[config.mk]
export PLATFORM = sky130hd
export DESIGN_NAME = metric_text_line_tokenizer
export DESIGN_NICKNAME = d
export VERILOG_FILES = /design/src/rtl/core/mtlt_pkg.sv /design/src/rtl/core/metric_text_line_tokenizer.sv
export SDC_FILE = /design/constraint.sdc
export NUM_CORES = 1
export LEC_CHECK = 0
export BUFFER_PORTS_ARGS = -buffer_cell sky130_fd_sc_hd__buf_4
export CAP_MARGIN = 5
export CORE_ASPECT_RATIO = 1.75
export CORE_MARGIN = 2
export CORE_UTILIZATION = 25
export DETAILED_ROUTE_END_ITERATION = 8
export PLACE_DENSITY = 0.48
export SKIP_LAST_GASP = 1
export SLEW_MARGIN = 20
export SYNTH_ARGS = -nofsm -noshare
export SYNTH_HDL_FRONTEND = slang
export SYNTH_SLANG_ARGS = --single-unit
[constraint.sdc]
create_clock -name clock -period 8.3 [get_ports clock]
set_input_delay 0.415 -clock clock [delete_from_list [all_inputs] [get_ports clock]]
set_output_delay 0.415 -clock clock [all_outputs]
set_load 0.03 [all_outputs]
[src/rtl/core/mtlt_pkg.sv]
package mtlt_pkg;

   typedef struct packed {
      logic [7:0] text_byte;
      logic       line_end;
   } req_item_type;

   typedef struct packed {
      logic [2:0] token_kind;
      logic [7:0] out_byte;
      logic       token_start;
      logic [3:0] error_code;
      logic       last_of_item;
   } rsp_item_type;

   typedef enum logic [3:0] {
      PH_START        = 4'd0,
      PH_NAME         = 4'd1,
      PH_AFTER_NAME   = 4'd2,
      PH_LABEL_FIRST  = 4'd3,
      PH_LABEL_NAME   = 4'd4,
      PH_WAIT_EQ      = 4'd5,
      PH_WAIT_QUOTE   = 4'd6,
      PH_VALUE        = 4'd7,
      PH_AFTER_VALUE  = 4'd8,
      PH_SAMPLE_FIRST = 4'd9,
      PH_SAMPLE_IN    = 4'd10,
      PH_TS_WAIT      = 4'd11,
      PH_TS_IN        = 4'd12,
      PH_DONE         = 4'd13,
      PH_ERROR        = 4'd14
   } phase_type;

   localparam logic [2:0] KIND_NAME   = 3'd0;
   localparam logic [2:0] KIND_LABEL  = 3'd1;
   localparam logic [2:0] KIND_VALUE  = 3'd2;
   localparam logic [2:0] KIND_SAMPLE = 3'd3;
   localparam logic [2:0] KIND_TS     = 3'd4;
   localparam logic [2:0] KIND_STATUS = 3'd5;

   localparam logic [3:0] ERR_OK          = 4'd0;
   localparam logic [3:0] ERR_NO_NAME     = 4'd1;
   localparam logic [3:0] ERR_END_NAME    = 4'd2;
   localparam logic [3:0] ERR_LABEL_START = 4'd3;
   localparam logic [3:0] ERR_NO_EQ       = 4'd4;
   localparam logic [3:0] ERR_NO_QUOTE    = 4'd5;
   localparam logic [3:0] ERR_END_VALUE   = 4'd6;
   localparam logic [3:0] ERR_AFTER_VALUE = 4'd7;
   localparam logic [3:0] ERR_SAMPLE_CHAR = 4'd8;
   localparam logic [3:0] ERR_NO_SAMPLE   = 4'd9;
   localparam logic [3:0] ERR_TS_CHAR     = 4'd10;

   localparam logic [7:0] CH_LBRACE = 8'h7B;
   localparam logic [7:0] CH_RBRACE = 8'h7D;
   localparam logic [7:0] CH_EQ     = 8'h3D;
   localparam logic [7:0] CH_QUOTE  = 8'h22;
   localparam logic [7:0] CH_COMMA  = 8'h2C;
   localparam logic [7:0] CH_HASH   = 8'h23;
   localparam logic [7:0] CH_BSLASH = 8'h5C;
   localparam logic [7:0] CH_SPACE  = 8'h20;
   localparam logic [7:0] CH_TAB    = 8'h09;
   localparam logic [7:0] CH_LF     = 8'h0A;
   localparam logic [7:0] CH_UNDER  = 8'h5F;
   localparam logic [7:0] CH_COLON  = 8'h3A;
   localparam logic [7:0] CH_N      = 8'h6E;

   localparam int unsigned RSP_DEPTH = 8;

   function automatic logic is_ws(input logic [7:0] c);
      return (c == CH_SPACE) || (c == CH_TAB);
   endfunction

   function automatic logic is_alpha(input logic [7:0] c);
      return ((c >= 8'h61) && (c <= 8'h7A)) || ((c >= 8'h41) && (c <= 8'h5A));
   endfunction

   function automatic logic is_digit(input logic [7:0] c);
      return (c >= 8'h30) && (c <= 8'h39);
   endfunction

   function automatic logic is_num(input logic [7:0] c);
      logic r;
      case (c)
         8'h2E, 8'h2D, 8'h2B, 8'h65, 8'h45, 8'h49, 8'h4E, 8'h46, 8'h54, 8'h59,
         8'h69, 8'h6E, 8'h66, 8'h74, 8'h79, 8'h58, 8'h78: r = 1'b1;
         default: r = is_digit(c);
      endcase
      return r;
   endfunction

endpackage

[src/rtl/core/metric_text_line_tokenizer.sv]
// Metric text line tokenizer: takes one ASCII byte per item (or an end-of-line
// item) and returns the bytes of the metric name, label names, unescaped label
// values, sample and timestamp, each tagged with its token kind and a start
// mark, then one status item per line (0 ok or the first grammar error). An
// item is registered on entry, parsed in the next cycle and its zero, one or
// two results go into a small result queue of Depth entries; one item can be
// taken every cycle while the queue has room for four more results, so the
// sustained rate is one item per cycle as long as the result side drains one
// result per cycle.
module metric_text_line_tokenizer #(
   parameter int unsigned Depth = mtlt_pkg::RSP_DEPTH
) (
   input  logic                  clock,
   input  logic                  reset,
   input  logic                  req_valid,
   output logic                  req_stall,
   input  mtlt_pkg::req_item_type req_item,
   output logic                  rsp_valid,
   input  logic                  rsp_stall,
   output mtlt_pkg::rsp_item_type rsp_item
);

   localparam int unsigned PtrW = (Depth > 1) ? $clog2(Depth) : 1;
   localparam int unsigned CntW = $clog2(Depth + 1);
   localparam logic [CntW-1:0] Thresh = CntW'(Depth - 4);
   localparam logic [PtrW-1:0] LastPtr = PtrW'(Depth - 1);

   logic                  stage_valid_ff;
   mtlt_pkg::req_item_type stage_item_ff;

   mtlt_pkg::phase_type phase_ff, phase_in;
   logic                esc_ff, esc_in;
   logic                open_ff, open_in;
   logic [3:0]          err_ff, err_in;

   mtlt_pkg::rsp_item_type queue_ff [Depth];
   logic [PtrW-1:0]        wr_ptr_ff, rd_ptr_ff, wr_ptr_in, rd_ptr_in, wr_next;
   logic [CntW-1:0]        count_ff, count_in;

   logic                   n0, n1;
   mtlt_pkg::rsp_item_type res0, res1;
   logic                   pop;

   assign req_stall = (count_ff > Thresh);
   assign rsp_valid = (count_ff != '0);
   assign rsp_item  = queue_ff[rd_ptr_ff];
   assign pop       = rsp_valid && !rsp_stall;

   always_ff @(posedge clock) begin
      if (reset) begin
         stage_valid_ff <= 1'b0;
      end else begin
         stage_valid_ff <= req_valid && !req_stall;
      end
      if (req_valid && !req_stall) begin
         stage_item_ff <= req_item;
      end
   end

   // line parser
   always_comb begin
      logic [7:0] c;
      logic       emit_first;
      c          = stage_item_ff.text_byte;
      phase_in   = phase_ff;
      esc_in     = esc_ff;
      open_in    = open_ff;
      err_in     = err_ff;
      n0         = 1'b0;
      n1         = 1'b0;
      res0       = '0;
      res1       = '0;
      emit_first = 1'b0;
      if (stage_valid_ff) begin
         if (stage_item_ff.line_end) begin
            n0               = 1'b1;
            res0.token_kind  = mtlt_pkg::KIND_STATUS;
            res0.last_of_item = 1'b1;
            unique case (phase_ff)
               mtlt_pkg::PH_START:        res0.error_code = mtlt_pkg::ERR_NO_NAME;
               mtlt_pkg::PH_NAME,
               mtlt_pkg::PH_AFTER_NAME:   res0.error_code = mtlt_pkg::ERR_END_NAME;
               mtlt_pkg::PH_LABEL_FIRST:  res0.error_code = mtlt_pkg::ERR_LABEL_START;
               mtlt_pkg::PH_LABEL_NAME,
               mtlt_pkg::PH_WAIT_EQ:      res0.error_code = mtlt_pkg::ERR_NO_EQ;
               mtlt_pkg::PH_WAIT_QUOTE:   res0.error_code = mtlt_pkg::ERR_NO_QUOTE;
               mtlt_pkg::PH_VALUE:        res0.error_code = mtlt_pkg::ERR_END_VALUE;
               mtlt_pkg::PH_AFTER_VALUE:  res0.error_code = mtlt_pkg::ERR_AFTER_VALUE;
               mtlt_pkg::PH_SAMPLE_FIRST: res0.error_code = mtlt_pkg::ERR_NO_SAMPLE;
               mtlt_pkg::PH_ERROR:        res0.error_code = err_ff;
               default:                   res0.error_code = mtlt_pkg::ERR_OK;
            endcase
            phase_in = mtlt_pkg::PH_START;
            esc_in   = 1'b0;
            open_in  = 1'b0;
            err_in   = mtlt_pkg::ERR_OK;
         end else begin
            unique case (phase_ff)
               mtlt_pkg::PH_START: begin
                  if (!mtlt_pkg::is_ws(c)) begin
                     if (mtlt_pkg::is_alpha(c) || c == mtlt_pkg::CH_UNDER ||
                         c == mtlt_pkg::CH_COLON) begin
                        phase_in        = mtlt_pkg::PH_NAME;
                        n0              = 1'b1;
                        res0.token_kind = mtlt_pkg::KIND_NAME;
                     end else begin
                        phase_in = mtlt_pkg::PH_ERROR;
                        err_in   = mtlt_pkg::ERR_NO_NAME;
                     end
                  end
               end
               mtlt_pkg::PH_NAME, mtlt_pkg::PH_AFTER_NAME: begin
                  if (phase_ff == mtlt_pkg::PH_NAME &&
                      (mtlt_pkg::is_alpha(c) || mtlt_pkg::is_digit(c) ||
                       c == mtlt_pkg::CH_UNDER || c == mtlt_pkg::CH_COLON)) begin
                     n0              = 1'b1;
                     res0.token_kind = mtlt_pkg::KIND_NAME;
                  end else begin
                     open_in = 1'b0;
                     if (mtlt_pkg::is_ws(c)) begin
                        phase_in = mtlt_pkg::PH_AFTER_NAME;
                     end else if (c == mtlt_pkg::CH_LBRACE) begin
                        phase_in = mtlt_pkg::PH_LABEL_FIRST;
                     end else if (mtlt_pkg::is_num(c)) begin
                        phase_in        = mtlt_pkg::PH_SAMPLE_IN;
                        n0              = 1'b1;
                        res0.token_kind = mtlt_pkg::KIND_SAMPLE;
                     end else begin
                        phase_in = mtlt_pkg::PH_ERROR;
                        err_in   = mtlt_pkg::ERR_SAMPLE_CHAR;
                     end
                  end
               end
               mtlt_pkg::PH_LABEL_FIRST: begin
                  if (!mtlt_pkg::is_ws(c)) begin
                     if (mtlt_pkg::is_alpha(c) || c == mtlt_pkg::CH_UNDER) begin
                        phase_in        = mtlt_pkg::PH_LABEL_NAME;
                        n0              = 1'b1;
                        res0.token_kind = mtlt_pkg::KIND_LABEL;
                     end else if (c == mtlt_pkg::CH_RBRACE) begin
                        phase_in = mtlt_pkg::PH_SAMPLE_FIRST;
                     end else begin
                        phase_in = mtlt_pkg::PH_ERROR;
                        err_in   = mtlt_pkg::ERR_LABEL_START;
                     end
                  end
               end
               mtlt_pkg::PH_LABEL_NAME: begin
                  if (mtlt_pkg::is_alpha(c) || mtlt_pkg::is_digit(c) ||
                      c == mtlt_pkg::CH_UNDER) begin
                     n0              = 1'b1;
                     res0.token_kind = mtlt_pkg::KIND_LABEL;
                  end else begin
                     open_in = 1'b0;
                     if (mtlt_pkg::is_ws(c)) begin
                        phase_in = mtlt_pkg::PH_WAIT_EQ;
                     end else if (c == mtlt_pkg::CH_EQ) begin
                        phase_in = mtlt_pkg::PH_WAIT_QUOTE;
                     end else begin
                        phase_in = mtlt_pkg::PH_ERROR;
                        err_in   = mtlt_pkg::ERR_NO_EQ;
                     end
                  end
               end
               mtlt_pkg::PH_WAIT_EQ: begin
                  if (!mtlt_pkg::is_ws(c)) begin
                     if (c == mtlt_pkg::CH_EQ) begin
                        phase_in = mtlt_pkg::PH_WAIT_QUOTE;
                     end else begin
                        phase_in = mtlt_pkg::PH_ERROR;
                        err_in   = mtlt_pkg::ERR_NO_EQ;
                     end
                  end
               end
               mtlt_pkg::PH_WAIT_QUOTE: begin
                  if (!mtlt_pkg::is_ws(c)) begin
                     if (c == mtlt_pkg::CH_QUOTE) begin
                        phase_in = mtlt_pkg::PH_VALUE;
                     end else begin
                        phase_in = mtlt_pkg::PH_ERROR;
                        err_in   = mtlt_pkg::ERR_NO_QUOTE;
                     end
                  end
               end
               mtlt_pkg::PH_VALUE: begin
                  if (esc_ff) begin
                     esc_in          = 1'b0;
                     n0              = 1'b1;
                     res0.token_kind = mtlt_pkg::KIND_VALUE;
                     if (c == mtlt_pkg::CH_BSLASH || c == mtlt_pkg::CH_QUOTE) begin
                        emit_first = 1'b0;
                     end else if (c == mtlt_pkg::CH_N) begin
                        emit_first = 1'b1;
                     end else begin
                        n1              = 1'b1;
                        res1.token_kind = mtlt_pkg::KIND_VALUE;
                        res1.out_byte   = c;
                     end
                  end else if (c == mtlt_pkg::CH_BSLASH) begin
                     esc_in = 1'b1;
                  end else if (c == mtlt_pkg::CH_QUOTE) begin
                     open_in  = 1'b0;
                     phase_in = mtlt_pkg::PH_AFTER_VALUE;
                  end else begin
                     n0              = 1'b1;
                     res0.token_kind = mtlt_pkg::KIND_VALUE;
                  end
               end
               mtlt_pkg::PH_AFTER_VALUE: begin
                  if (!mtlt_pkg::is_ws(c)) begin
                     if (c == mtlt_pkg::CH_COMMA) begin
                        phase_in = mtlt_pkg::PH_LABEL_FIRST;
                     end else if (c == mtlt_pkg::CH_RBRACE) begin
                        phase_in = mtlt_pkg::PH_SAMPLE_FIRST;
                     end else begin
                        phase_in = mtlt_pkg::PH_ERROR;
                        err_in   = mtlt_pkg::ERR_AFTER_VALUE;
                     end
                  end
               end
               mtlt_pkg::PH_SAMPLE_FIRST: begin
                  if (!mtlt_pkg::is_ws(c)) begin
                     if (mtlt_pkg::is_num(c)) begin
                        phase_in        = mtlt_pkg::PH_SAMPLE_IN;
                        n0              = 1'b1;
                        res0.token_kind = mtlt_pkg::KIND_SAMPLE;
                     end else begin
                        phase_in = mtlt_pkg::PH_ERROR;
                        err_in   = mtlt_pkg::ERR_SAMPLE_CHAR;
                     end
                  end
               end
               mtlt_pkg::PH_SAMPLE_IN: begin
                  if (mtlt_pkg::is_num(c)) begin
                     n0              = 1'b1;
                     res0.token_kind = mtlt_pkg::KIND_SAMPLE;
                  end else begin
                     open_in = 1'b0;
                     if (mtlt_pkg::is_ws(c)) begin
                        phase_in = mtlt_pkg::PH_TS_WAIT;
                     end else begin
                        phase_in = mtlt_pkg::PH_ERROR;
                        err_in   = mtlt_pkg::ERR_SAMPLE_CHAR;
                     end
                  end
               end
               mtlt_pkg::PH_TS_WAIT: begin
                  if (!mtlt_pkg::is_ws(c)) begin
                     if (mtlt_pkg::is_num(c)) begin
                        phase_in        = mtlt_pkg::PH_TS_IN;
                        n0              = 1'b1;
                        res0.token_kind = mtlt_pkg::KIND_TS;
                     end else if (c == mtlt_pkg::CH_HASH) begin
                        phase_in = mtlt_pkg::PH_DONE;
                     end else begin
                        phase_in = mtlt_pkg::PH_ERROR;
                        err_in   = mtlt_pkg::ERR_TS_CHAR;
                     end
                  end
               end
               mtlt_pkg::PH_TS_IN: begin
                  if (mtlt_pkg::is_num(c)) begin
                     n0              = 1'b1;
                     res0.token_kind = mtlt_pkg::KIND_TS;
                  end else begin
                     open_in = 1'b0;
                     if (mtlt_pkg::is_ws(c) || c == mtlt_pkg::CH_HASH) begin
                        phase_in = mtlt_pkg::PH_DONE;
                     end else begin
                        phase_in = mtlt_pkg::PH_ERROR;
                        err_in   = mtlt_pkg::ERR_TS_CHAR;
                     end
                  end
               end
               default: begin
               end
            endcase
            if (phase_in == mtlt_pkg::PH_ERROR) begin
               open_in = 1'b0;
               esc_in  = 1'b0;
            end
            if (n0) begin
               // token start seen against the open flag after any token close
               res0.token_start  = !open_in;
               res0.last_of_item = !n1;
               if (phase_ff == mtlt_pkg::PH_VALUE && esc_ff) begin
                  res0.out_byte = emit_first ? mtlt_pkg::CH_LF :
                                  (n1 ? mtlt_pkg::CH_BSLASH : c);
               end else begin
                  res0.out_byte = c;
               end
               res1.last_of_item = 1'b1;
               open_in           = 1'b1;
            end
         end
      end
   end

   // result queue
   always_comb begin
      wr_next   = (wr_ptr_ff == LastPtr) ? '0 : wr_ptr_ff + 1'b1;
      wr_ptr_in = wr_ptr_ff;
      if (n0 && n1) begin
         wr_ptr_in = (wr_next == LastPtr) ? '0 : wr_next + 1'b1;
      end else if (n0) begin
         wr_ptr_in = wr_next;
      end
      rd_ptr_in = rd_ptr_ff;
      if (pop) begin
         rd_ptr_in = (rd_ptr_ff == LastPtr) ? '0 : rd_ptr_ff + 1'b1;
      end
      count_in = count_ff + CntW'(n0) + CntW'(n1) - CntW'(pop);
   end

   always_ff @(posedge clock) begin
      if (reset) begin
         phase_ff  <= mtlt_pkg::PH_START;
         esc_ff    <= 1'b0;
         open_ff   <= 1'b0;
         err_ff    <= mtlt_pkg::ERR_OK;
         wr_ptr_ff <= '0;
         rd_ptr_ff <= '0;
         count_ff  <= '0;
      end else begin
         phase_ff  <= phase_in;
         esc_ff    <= esc_in;
         open_ff   <= open_in;
         err_ff    <= err_in;
         wr_ptr_ff <= wr_ptr_in;
         rd_ptr_ff <= rd_ptr_in;
         count_ff  <= count_in;
      end
      if (n0) begin
         queue_ff[wr_ptr_ff] <= res0;
      end
      if (n1) begin
         queue_ff[wr_next] <= res1;
      end
   end

   assert property (@(posedge clock) disable iff (reset)
      count_ff <= CntW'(Depth))
      else $error("result queue overflow");

   assert property (@(posedge clock) disable iff (reset)
      stage_valid_ff && !stage_item_ff.line_end && phase_ff == mtlt_pkg::PH_ERROR
      |-> !n0)
      else $error("result produced after a line error");

   assert property (@(posedge clock) disable iff (reset)
      esc_ff |-> phase_ff == mtlt_pkg::PH_VALUE)
      else $error("escape pending outside a label value");

   assert property (@(posedge clock) disable iff (reset)
      n1 |-> n0 && phase_ff == mtlt_pkg::PH_VALUE && esc_ff)
      else $error("second result outside an escape");

endmodule

==> impl_metrics.csv <==
group,metric,value,unit
final_layout,fin_area,10900,sq um
place,last_weighted_congestion_value_of_the_routability_driven_placer,0.970,
routing,route.met3.wl,1250,microns
synthesis,synth.yosys.seq_area_share,43.7,%
final_layout,layout.nets,968,
routing,detailroute.wirelength.met2,20400,microns
final_layout,layout-area-overhead-vs-synth,11.3,%
routing,avgRoutedWirePerCell,25.0,microns
clock_tree,worstSkewPairLatency,450,ps
sta,tightest_slew,1160,ps
sta,drv_slew,0,
synthesis,netlist_top_cells_area,"edfxtp_1, dfxtp_1, mux4_2",
synthesis,syn_area_per_cell,10.1,sq um
routing,vias,7941,
routing,drt_wl_total,36000,microns
setup_path,worst-setup-path-type,"reg -> reg",
place,placed_area,10300,sq um
final_layout,num_antenna_cells,0,
sta,grt_setup_unrepaired,"false",
synthesis,synth_cell_types,88,
sta,max_clock_freq,0.208,GHz
grt,first_global_vias,8021,
floorplan,floorplan.core_area,38500,sq um
routing,drt_pre_antenna_iters,5,
synthesis,post-synth-top-area-fraction,27.3,%
floorplan,std_cell_rows,95,
clock_tree,post_cts.repair.setup_buffers,0,
synthesis,yosysTopAreaCell,"edfxtp_1",
synthesis,async_reset_ff_share,0,%
clock_tree,cts_num_sinks,169,
grt,grt_antenna_before_repair,0,
floorplan,die-width,154,microns
synthesis,synth_enable_flop_cells,89,
power_and_ir_drop,cellLeakagePower,3.57,nW
setup_path,critPathCaptureType,"flip-flop",
status,run_status,"complete, no violations",
place,numPortBuffers,31,
routing,m1WireLength,12500,microns
floorplan,initial_core_util,25.4,%
sta,timing.final.setup_violations,0,
sta,finalWorstSetupSlack,3500,ps
grt,grt_pass1_wl,53800,microns
synthesis,net_count_synth,994,
clock_tree,tritoncts,"done",
routing,drc,0,
power_and_ir_drop,vdd_ir_drop_max,0.129,mV
setup_path,required,8370,ps
grt,largest_net_degree_at_the_start_of_global_routing,39,
floorplan,chipHeight,266,microns
grt,gr-usage-all-layers,17.8,%
clock_tree,ctsHoldBuffers,0,
sta,final.setup_skew,13.8,ps
power_and_ir_drop,power.density_cell_area,240,nW/um^2
place,dp.final_hpwl,26900,microns
routing,antenna_left,0,
clock_tree,clk_transition_reported_paths,70,ps
synthesis,synth.yosys.warnings,0,
clock_tree,clock_buffers_created_by_tritoncts,17,
final_layout,drive_above_1_share,16.9,%
final_layout,final_core_util,28.3,%
place,detailedPlace.worstSlack,3620,ps
flow_run,max_cap_viols,0,
routing,top_signal_layer_used,"met4",
sta,maxSlewHeadroom,22.5,%
setup_path,worstPathMaxFanout,24,
min_path,hold_path_class,"in -> reg",
clock_tree,ctsLongestPathBuffers,2,
floorplan,dieArea,40800,sq um
clock_tree,clock_tree.root_cell,"clkbuf_16",
synthesis,synth_commonest_cells,"edfxtp_1, nand2_1, dfxtp_1, a21oi_1, o21ai_0",
sta,finalHoldViolCount,0,
grt,gr-total-overflow,0,
floorplan,io_pins,32,
synthesis,synth-seq-cells,169,
sta,fin_tns_setup,0,ps
setup_path,start_kind,"flip-flop",
synthesis,synth_flop_cell,"edfxtp_1",
routing,first_iter_violations,721,
final_layout,fillers,4063,
synthesis,synth.cell_area,9780,sq um
sta,finalCriticalPeriod,4800,ps
synthesis,syn-instance-count,969,
setup_path,data_arrival_time_of_the_critical_path,4870,ps
sta,layout_worst_path_cycle_share,57.8,%
clock_tree,cts_htree_levels,4,
clock_tree,cts_resized,0,
routing,viasPerCell,5.51,
[routing by layer]
layer	track usage (%)	up-vias
li1	-	3633
met1	17.9	3949
met2	34.9	270
met3	2.33	89
met4	9.47	0
met5	0	-
[worst max-delay path: stages, from the launching register on]
cell and delay (ps):
edfxtp_1 760, or4_4 690, a211oi_2 210, buf_4 230, o211ai_1 120, o211a_1 140
or3_1 610, nor3_4 440, or3_1 710, nand2_1 490
[metrics by stage]
stage                     cells  hold slack [ps]  power [W]
final                      1441              138    0.00261
after global placement     1409              444    0.00181
after global routing       1441              126    0.00273
after floorplan             969              435    0.00156
after detailed placement   1409              453    0.00181
after CTS                  1441              129    0.00263
[power breakdown]
| part | internal [W] | switching [W] |
|---|---|---|
| Clock | 0.000430 | 0.000393 |
| Sequential | 0.000930 | 0.0000922 |
| Combinational | 0.000284 | 0.000484 |
[layout make-up]
class,instances,area [sq um],share of cell area (%)
multi-input cells,693,5020,46.1
flip-flops and latches,169,4280,39.3
well taps,485,607,5.57
clock buffers,17,425,3.91
repair buffers,42,315,2.89
clock inverters,15,171,1.57
inverters,20,75.1,0.689
[cells in the final DEF, fill, tap and decap left out, drive strengths merged, types with 30 or more instances in the layout]
master,netlist,routed
a21oi,66,66
and2,32,32
buf,42,42
dfxtp,80,80
edfxtp,89,89
mux4,34,34
nand2,91,91
nand3,41,41
nor2,51,51
o21ai,63,63
o22ai,30,30
[state kept, by name, summed over array words and instances, names as in the netlist, named ones only]
signal          cells
esc_ff              1
wr_ptr_ff           3
open_ff             1
rd_ptr_ff           3
phase_ff            4
queue_ff          136
stage_item_ff       9
stage_valid_ff      1
count_ff            4
err_ff              4
[kinds of logic (layout without fill, tap and decap cells)]
family | count (synthesis) | after routing | share of synthesized area [%]
adders and majority gates | 12 | 12 | 1.69
buffers and inverters | 107 | 94 | 5.04
muxes | 82 | 82 | 13.0
AOI/OAI and AO/OA | 273 | 273 | 18.8
DFF | 169 | 169 | 43.7
and+or+nand+nor | 318 | 318 | 17.1
xor gates and xnor gates | 8 | 8 | 0.716
[worst paths after layout]
path,to,start,depth (start not counted),slack (ps)
max reg2reg,queue_ff[7][7]$_DFFE_PP_,stage_item_ff[3]$_DFFE_PP_,9,3500
min reg2reg,queue_ff[1][4]$_SDFFE_PP0N_,queue_ff[1][4]$_SDFFE_PP0N_,2,460
min,stage_item_ff[2]$_DFFE_PP_,req_item[2],1,140
max,queue_ff[7][7]$_DFFE_PP_,stage_item_ff[3]$_DFFE_PP_,9,3500
Power figures use the tool's default switching activity.
